$ cat src/vgs_cell.sv
// One column cell of the stencil window: holds a 3x3 (z by y) column and its partial sums.
// No dependencies; chained three deep by the top level.
module vgs_cell #(
    parameter int SAMPLE_BITS = 16
) (
    input  logic                       clk,
    input  logic                       en,
    input  logic [9*SAMPLE_BITS-1:0]   col_in,
    output logic [9*SAMPLE_BITS-1:0]   col_out,
    output logic signed [SAMPLE_BITS+4:0] colsum,
    output logic signed [SAMPLE_BITS+4:0] ydiff,
    output logic signed [SAMPLE_BITS+4:0] zdiff,
    output logic signed [SAMPLE_BITS+4:0] mid,
    output logic signed [SAMPLE_BITS+4:0] ycen,
    output logic signed [SAMPLE_BITS+4:0] zcen
);

    localparam int SB = SAMPLE_BITS;
    localparam int DW = SAMPLE_BITS + 5;

    logic [9*SB-1:0]       col_reg;
    logic signed [DW-1:0]  colsum_reg, ydiff_reg, zdiff_reg, mid_reg, ycen_reg, zcen_reg;
    logic signed [DW-1:0]  colsum_next, ydiff_next, zdiff_next, mid_next, ycen_next, zcen_next;
    logic signed [DW-1:0]  v [3][3];

    always_comb
    begin
        for (int dz = 0; dz < 3; dz++)
        begin
            for (int dy = 0; dy < 3; dy++)
            begin
                v[dz][dy] = DW'(signed'(col_in[(dz*3+dy)*SB +: SB]));
            end
        end
        colsum_next = '0;
        ydiff_next  = '0;
        zdiff_next  = '0;
        for (int k = 0; k < 3; k++)
        begin
            colsum_next = colsum_next + v[k][0] + v[k][1] + v[k][2];
            ydiff_next  = ydiff_next + v[k][0] - v[k][2];
            zdiff_next  = zdiff_next + v[0][k] - v[2][k];
        end
        mid_next  = v[1][1];
        ycen_next = v[1][0] - v[1][2];
        zcen_next = v[0][1] - v[2][1];
    end

    always_ff @(posedge clk)
    begin
        if (en)
        begin
            col_reg    <= col_in;
            colsum_reg <= colsum_next;
            ydiff_reg  <= ydiff_next;
            zdiff_reg  <= zdiff_next;
            mid_reg    <= mid_next;
            ycen_reg   <= ycen_next;
            zcen_reg   <= zcen_next;
        end
    end

    assign col_out = col_reg;
    assign colsum  = colsum_reg;
    assign ydiff   = ydiff_reg;
    assign zdiff   = zdiff_reg;
    assign mid     = mid_reg;
    assign ycen    = ycen_reg;
    assign zcen    = zcen_reg;

endmodule

$ cat config.mk
export PLATFORM = sky130hd
export DESIGN_NAME = vgs_cell
export DESIGN_NICKNAME = d
export VERILOG_FILES = /design/src/vgs_cell.sv
export SDC_FILE = /design/constraint.sdc
export NUM_CORES = 1
export LEC_CHECK = 0
export BUFFER_PORTS_ARGS = -buffer_cell sky130_fd_sc_hd__buf_2
export CAP_MARGIN = 0
export CORE_AREA = 3 3 190 192
export DETAILED_ROUTE_END_ITERATION = 10
export DIE_AREA = 0 0 193 195
export PLACE_DENSITY = 0.84
export SYNTH_ARGS = -nofsm -noshare
export SYNTH_HDL_FRONTEND = slang
export SYNTH_SLANG_ARGS = --single-unit
$ cat constraint.sdc
create_clock -name clk -period 15.3 [get_ports clk]
set_input_delay 3.06 -clock clk [delete_from_list [all_inputs] [get_ports clk]]
set_output_delay 3.06 -clock clk [all_outputs]
set_load 0.02 [all_outputs]
* Yosys cells after proc, flatten, opt, wreduce, memory -nomap -nowiden *
Index checks and enable logic that the tools add are counted.

cells by class
  $add $sub $neg = 20
  multiply operators = 0
  div/mod/pow operators = 0
  magnitude comparators = 0
  eq/ne operators = 0
  shift operators = 0
  multiplexer cells = 0
  bitwise gates (word level) = 0
  reductions and logical operators = 0

operators by type and width
  operator          count
  $sub A16 B16 Y17  4
  $add A21 B16 Y21  3
  $add A19 B16 Y20  3
  $add A17 B16 Y18  3
  $sub A20 B16 Y21  2
  $sub A18 B16 Y19  2
  $add A20 B16 Y21  1
  $add A18 B16 Y19  1
  $add A16 B16 Y17  1

storage, ports and cells
  register bits = 265
  latch bits = 0
  memory bits (writable) = 0
  ROM bits = 0
  input bits = 146
  output and inout port bits = 270
  word-level logic and storage cells = 27
  memories = 0

* Longest topological paths before layout *
Gate-level depths: netlist (run 1).

  word-level depth = 8
  mapped depth = 16
  gate-level depth less buffers = 16

* Worst setup path after synthesis (run 1) *
No wires, ideal clock.

  path type = input to register
  start = input port col_in[98]
  end = register colsum_reg[20], in the netlist colsum[20] (data pin)
  library setup time = 0.131 ns
  data arrival time = 7.096 ns
  required time = 15.169 ns
  path slack = 8.074 ns
  stages on the path = 14
  buffers on the path = 0
  path through = fa_1 > fa_1 > inv_1 > fa_1 > fa_1 > inv_1 > ha_1 > fa_1 > a211oi_1 > o21ai_0 > o2111a_1 > o31a_1 > o211ai_1 > a22o_1

on the way
  cells in the longest elaborated chain, start to end = 3

ends and longest elaborated chain
  element                        RTL line  text
  start, declared                8         input logic [9*SAMPLE_BITS-1:0] col_in,
  $add A21 B16 Y21 (3 in a row)  40        colsum_next = colsum_next + v[k][0] + v[k][1] + v[k][2];
  named net colsum_next[20]      23        logic signed [DW-1:0] colsum_next, ydiff_next, zdiff_next, mid_next, ycen_next, zcen_next;
  end signal, assigned           54        colsum_reg <= colsum_next;
  end, declared                  22        logic signed [DW-1:0] colsum_reg, ydiff_reg, zdiff_reg, mid_reg, ycen_reg, zcen_reg;

The timed path passes the listed nets, and every way through them passes these cells.
A chain may end at the register's enable or synchronous reset.

* Worst setup path after layout (run 1) *
  start = input port col_in[1]
  end = register colsum_reg[20], in the netlist colsum[20] (data pin)

on the way
  cells in the longest elaborated chain, start to end = 8

ends and longest elaborated chain
  element                        RTL line
  $add A16 B16 Y17               40
  $add A17 B16 Y18               40
  $add A18 B16 Y19               40
  $add A19 B16 Y20               40
  $add A20 B16 Y21               40
  $add A21 B16 Y21 (3 in a row)  40
  named net colsum_next[20]      23

The timed path passes the listed nets, and every way through them passes these cells.

==> run metrics, run 1 <==
Pleak between 9 and 10 nW; Fmax between 0.1 and 0.15 GHz; Starting Density 0.501; initial antenna violation count 9; share of layout cells above drive strength 1 0.256; hold_buf cts 0; Resized Gates After CTS 0; syn_nets roughly 1900; status finished clean; vias 12100; core area 34500 um2; Placement Cell Area ~20000 um2; Die Span X between 150 and 200 um; worst setup margin about 8 ns; Mapped Area 17300 um2; slowest stage cell, crit path fa_1; first-pass GRT wire length between 70 and 80 mm; Post-DRT Antenna Nets 0; Critical Path Most Common Cell fa_1; Post-synth ARST share 0; area growth from synthesis to layout 19.5%; Worst Path Class, Setup input pin to flop; RSZ-0062 raised after global routing false; Row Count 68; Top FF cell, synth edfxtp_1; syn_area_per_cell between 10 and 15 um2; worst hold path depth 1; Post-Synthesis Cells 1406; Hold Startpoint col_in[121]; Congestion Overflow GR 0; Post-Route WL a little over 50 mm; Yosys reg bits approximately 240; Die ar. 37600 um2; Setup TNS Final 0 ns; Worst EP required between 15 and 20 ns; Max VDD drop about 0.13 mV; Worst setup EP type flop; pre-CTS setup slack around 7.5 ns; CTS buffer count 27; Port Buf Inserts between 400 and 500; Critical Path Fanout Max 4; NumNets Final ~2300; Worst Max-Slew Pin Slew 0.934 ns; max-slew violation count 0; Clock Sinks ~240; path category of the worst min-delay check input pin to flop; PwrDens between 200 and 250 nW/um2; Longest Clk Path Bufs 3; placed insts ~2200; Fin. Hold Viols 0; synth warn 0; Synth cell types ~60; CP Cell Sequence buf_2 > inv_1 > fa_1 > fa_1 > fa_1 > fa_1 > inv_1 > ha_1 > fa_1 > a211oi_1 > o21ai_0 > o2111a_1 > o31a_1 > o211ai_1 > a22o_1; CP peak stage delay ~0.6 ns; H-tree depth 1; largest net degree at the start of global routing 104; EDFF count, synth between 200 and 250; Total Routing Usage GR 0.268; Seq/Total Area, Yosys 0.419; finished layout cell area ~21000 um2; final worst-path cycle share 0.478; DR pass1 iterations 5; startpoint types input pin; Setup-failing EPs final 0; non-filler cells in the finished layout 2296; max FFs per register ~140; min Tclk post-route approximately 7.3 ns; critical path arrival about 7.7 ns; Post-CTS Setup Bufs 0; CP Launch Point col_in[1]; Root Driver clkbuf_16; Clock transition at path regs ~0.060 ns; Wirelength per Cell 21.9 um; I/O pin cnt 416; post-layout util 0.598; Max-cap violations 0; Post-DP HPWL just over 40 mm; Iter 0 DRT Violations approximately 690; CTS tree yes; vias in the first global route about 13000; DR DRC count 0; max_slew headroom 0.377; DR vias/cell 5.26; Die Y about 200 um; routability cong. between 0.9 and 1
cell type report:
| class | count | area, um2 |
|---|---|---|
| Fill cell | 2780 | 13900 |
| Multi-Input combinational cell | 756 | 8410 |
| Sequential cell | 241 | 7240 |
| Timing Repair Buffer | 417 | 2100 |
| Inverter | 374 | 1400 |
| Clock buffer | 28 | 679 |
| Tap cell | 455 | 569 |
| Clock inverter | 18 | 248 |
| Antenna cell | 7 | 17.5 |
cells in the mapped netlist, types with 10 or more instances:
cell	count	area, um2
buf_4	29	218
a21oi_1	59	295
inv_1	374	1400
xnor2_1	45	394
nand3_1	10	50.1
a21o_1	25	188
nor2_1	39	146
fa_1	221	4420
xor2_1	21	184
a211oi_1	11	82.6
edfxtp_1	241	7240
o21a_1	11	82.6
nand2_1	44	165
a31oi_1	12	75.1
o21ai_0	45	225
ha_1	95	1190
worst max-delay path, delay by kind of cell:
kind | cells | cell delay [ns]
adder cells (fa/ha/maj) | 6 | 2.73
buffers and inverters | 3 | 0.38
AO/OA/AOI/OAI | 6 | 1.56
power breakdown:
group,switching (mW),leakage (nW),total (mW),internal (mW)
clock,0.273,0.458,0.695,0.422
combinational,1.51,7.01,2.49,0.989
sequential,0.0397,2.36,1.05,1.01
routing by layer:
| layer | vias to the layer above | GRT usage | part of all wire | wire (um) |
|---|---|---|---|---|
| li1 | 5403 | - | - | - |
| met1 | 5923 | 0.301 | 0.34 | 17000 |
| met2 | 623 | 0.481 | 0.52 | 26200 |
| met3 | 124 | 0.0673 | 0.092 | 4630 |
| met4 | 8 | 0.113 | 0.050 | 2490 |
| met5 | - | 0 | 0.00083 | 42 |
placed cells by master, fill, tap and decap left out, types with 3 or more instances in the layout:
master	count
diode_2	7
o21ai_0	45
and3_1	6
and2_1	4
a211oi_1	11
and4_1	3
a21boi_0	4
nand3_1	10
nor2_1	39
inv_1	374
bufinv_16	6
nor3b_1	4
nand4_1	5
nand2_1	44
ha_1	95
a31oi_1	12
nor3_1	9
o21bai_1	9
a21oi_1	59
xor2_1	21
o31a_1	4
clkbuf_16	27
nand2b_1	9
buf_2	414
fa_1	221
xnor2_1	45
nor2b_1	9
o311ai_0	3
o21a_1	11
clkinv_2	7
or3_1	3
o2111ai_1	4
a211o_1	3
o211ai_1	9
edfxtp_1	241
a21o_1	25
stage by stage:
stage	power (mW)	hold WS [ns]
finish	4.23	2.70
global route	4.58	2.67
CTS	4.25	2.67
detailed placement	3.54	3.25
global placement	3.46	3.25
floorplan	2.85	3.16
logic make-up after synthesis:
group	after synthesis	synth area share
XOR/XNOR	66	0.0334
buffers and inverters	409	0.0952
AND/OR/NAND/NOR	153	0.0438
multiplexers	3	0.00181
AO/OA/AOI/OAI	218	0.0826
adder cells (fa/ha/maj)	316	0.325
flip-flops	241	0.419
worst paths after layout:
kind,end,slack [ns]
max,colsum[20],7.99
min,col_out[121],2.70
No activity file was read; power rests on OpenSTA's default activity.
==> run 2, diff against run 1 <==
--- a/config.mk
+++ b/config.mk
@@ -10,7 +10,7 @@
 export CORE_AREA = 3 3 190 192
 export DETAILED_ROUTE_END_ITERATION = 10
 export DIE_AREA = 0 0 193 195
-export PLACE_DENSITY = 0.84
+export PLACE_DENSITY = 0.87
 export SYNTH_ARGS = -nofsm -noshare
 export SYNTH_HDL_FRONTEND = slang
 export SYNTH_SLANG_ARGS = --single-unit
==> constraint.sdc (replaced) <==
create_clock -name clk -period 6.66 [get_ports clk]
set_input_delay 1.332 -clock clk [delete_from_list [all_inputs] [get_ports clk]]
set_output_delay 1.332 -clock clk [all_outputs]
set_load 0.02 [all_outputs]
==> run 2 against run 1 <==
  * Design area is 0.43% lower
  * Flip-flop and latch count stayed put
  * Highest routed layer unchanged
  * Sequential power up 130%
  * First-iteration DRC count up 8.5%
  * Via count decreased by 0.39%
  * Clock power up 110%
==> run metrics, run 2 (synthesis results as in run 1) <==
Max VDD drop 0.286 mV (+120%); Fin. Hold Viols 0 (unchanged); slowest stage cell, crit path fa_1; Die ar. 37600 um2 (unchanged); CP peak stage delay 0.57 ns (-0.03 ns); DR DRC count 0 (unchanged); Longest Clk Path Bufs 3 (unchanged); routability cong. 1.00 (+6.6%); RSZ-0062 raised after global routing false; share of layout cells above drive strength 1 0.253 (-0.00342); Post-DRT Antenna Nets 0 (unchanged); Pleak 9.78 nW (-0.50%); Setup TNS Final 0 ns (unchanged); largest net degree at the start of global routing 142 (+37%); startpoint types input pin; Port Buf Inserts 415 (unchanged); Clock Sinks 241 (unchanged); path category of the worst min-delay check input pin to flop; Wirelength per Cell 22.0 um (+0.16%); Iter 0 DRT Violations 744 (+8.5%); Setup-failing EPs final 0 (unchanged); commonest non-fill, non-tap cell in the layout buf_2; CTS tree yes; status finished clean; Die Span X 193 um (unchanged); finished layout cell area 20600 um2 (-0.43%); Row Count 68 (unchanged); Critical Path Fanout Max 4 (unchanged); NumNets Final 2279 (unchanged); vias 12000 (-0.39%); Crit path max-delay family adder cells; H-tree depth 1 (unchanged); hold_buf cts 0 (unchanged); Placement Cell Area 19700 um2 (about the same); Fmax 0.179 GHz; CP Cell Sequence buf_2 > fa_1 > fa_1 > inv_1 > fa_1 > fa_1 > inv_1 > ha_1 > fa_1 > a211oi_1 > o21ai_0 > o2111a_1 > o31a_1 > o211ai_1 > a22o_1; Post-Route WL 50.4 mm (+0.11%); Max-cap violations 0 (unchanged); placed insts 2242 (-0.045%); DR vias/cell 5.24 (-0.35%); commonest cells after routing, fill and taps aside buf_2, inv_1, edfxtp_1; Die Y 195 um (unchanged); Worst EP required 7.08 ns (-8.64 ns); critical path arrival 6.02 ns (-1.71 ns); Resized Gates After CTS 0 (unchanged); Worst setup EP type flop; Worst Max-Slew Pin Slew 0.869 ns (-0.0655 ns); area growth from synthesis to layout 19.0%; first-pass GRT wire length 73.6 mm (-0.52%); final worst-path cycle share 0.841; non-filler cells in the finished layout 2295 (-0.044%); CP bufs+invs 3 (unchanged); min Tclk post-route 5.60 ns; Clock transition at path regs 0.07 ns (about the same); max-slew violation count 0 (unchanged); Root Driver clkbuf_16; vias in the first global route 12700 (+0.97%); Post-DP HPWL 41.6 mm (+0.47%); CTS buffer count 28 (+3.7%); max_slew headroom 0.421 (+0.0437); PwrDens 468 nW/um2 (+130%); core area 34500 um2 (unchanged); fillers 2820 (+1.4%); Starting Density 0.501 (unchanged); Critical Path Most Common Cell fa_1; Post-CTS Setup Bufs 0 (unchanged); Total Routing Usage GR 0.268 (about the same); I/O pin cnt 416 (unchanged); Worst Path Class, Setup input pin to flop; initial antenna violation count 7 (-2); DR pass1 iterations 6 (+1); max FFs per register 144 (unchanged); Congestion Overflow GR 0 (unchanged)
## run 2: stage by stage
| stage | worst slack (ns) | hold WS (ns) | util | total power [mW] |
|---|---|---|---|---|
| 2_1_floorplan | 1.16 | 1.43 | - | 6.56 |
| 3_3_place_gp | 0.623 | 1.53 | 0.571 | 8.07 |
| 4_1_cts | 1.13 | 0.933 | 0.596 | 9.68 |
| 3_5_place_dp | 0.571 | 1.53 | 0.571 | 8.22 |
| 5_1_grt | 0.920 | 0.942 | 0.596 | 10.4 |
| 6_report | 1.06 | 0.962 | 0.596 | 9.63 |
## run 2: per-layer routing
metal  part of all wire  routed length (um)  vias to the layer above  track usage
met4              0.058                2910                       14        0.132
li1                   -                   -                     5397            -
met2               0.51               25900                      624        0.482
met1               0.33               16800                     5854        0.294
met5             0.0020                  99                        -            0
met3              0.091                4590                      145       0.0632
## run 2: layout make-up
class / instances / area (um2) / share of cell area
Antenna cell: 1 / 2.50 / 0.000122
Clock buffer: 33 / 741 / 0.0360
Clock inverter: 19 / 108 / 0.00523
Inverter: 374 / 1400 / 0.0682
Multi-Input combinational cell: 756 / 8410 / 0.409
Sequential cell: 241 / 7240 / 0.352
Tap cell: 455 / 569 / 0.0277
Timing Repair Buffer: 416 / 2110 / 0.102
## run 2: worst paths after layout
path | cells after the start | from | end | slack, ns
setup / recovery | 15 | col_in[98] | colsum[20] | 1.06
hold / removal | 1 | col_in[66] | col_out[66] | 0.96
## run 2: power breakdown
| part | leakage, nW | switching [mW] | internal [mW] |
|---|---|---|---|
| clock | 0.409 | 0.635 | 0.795 |
| combinational | 7.01 | 3.52 | 2.28 |
| sequential | 2.36 | 0.0907 | 2.31 |
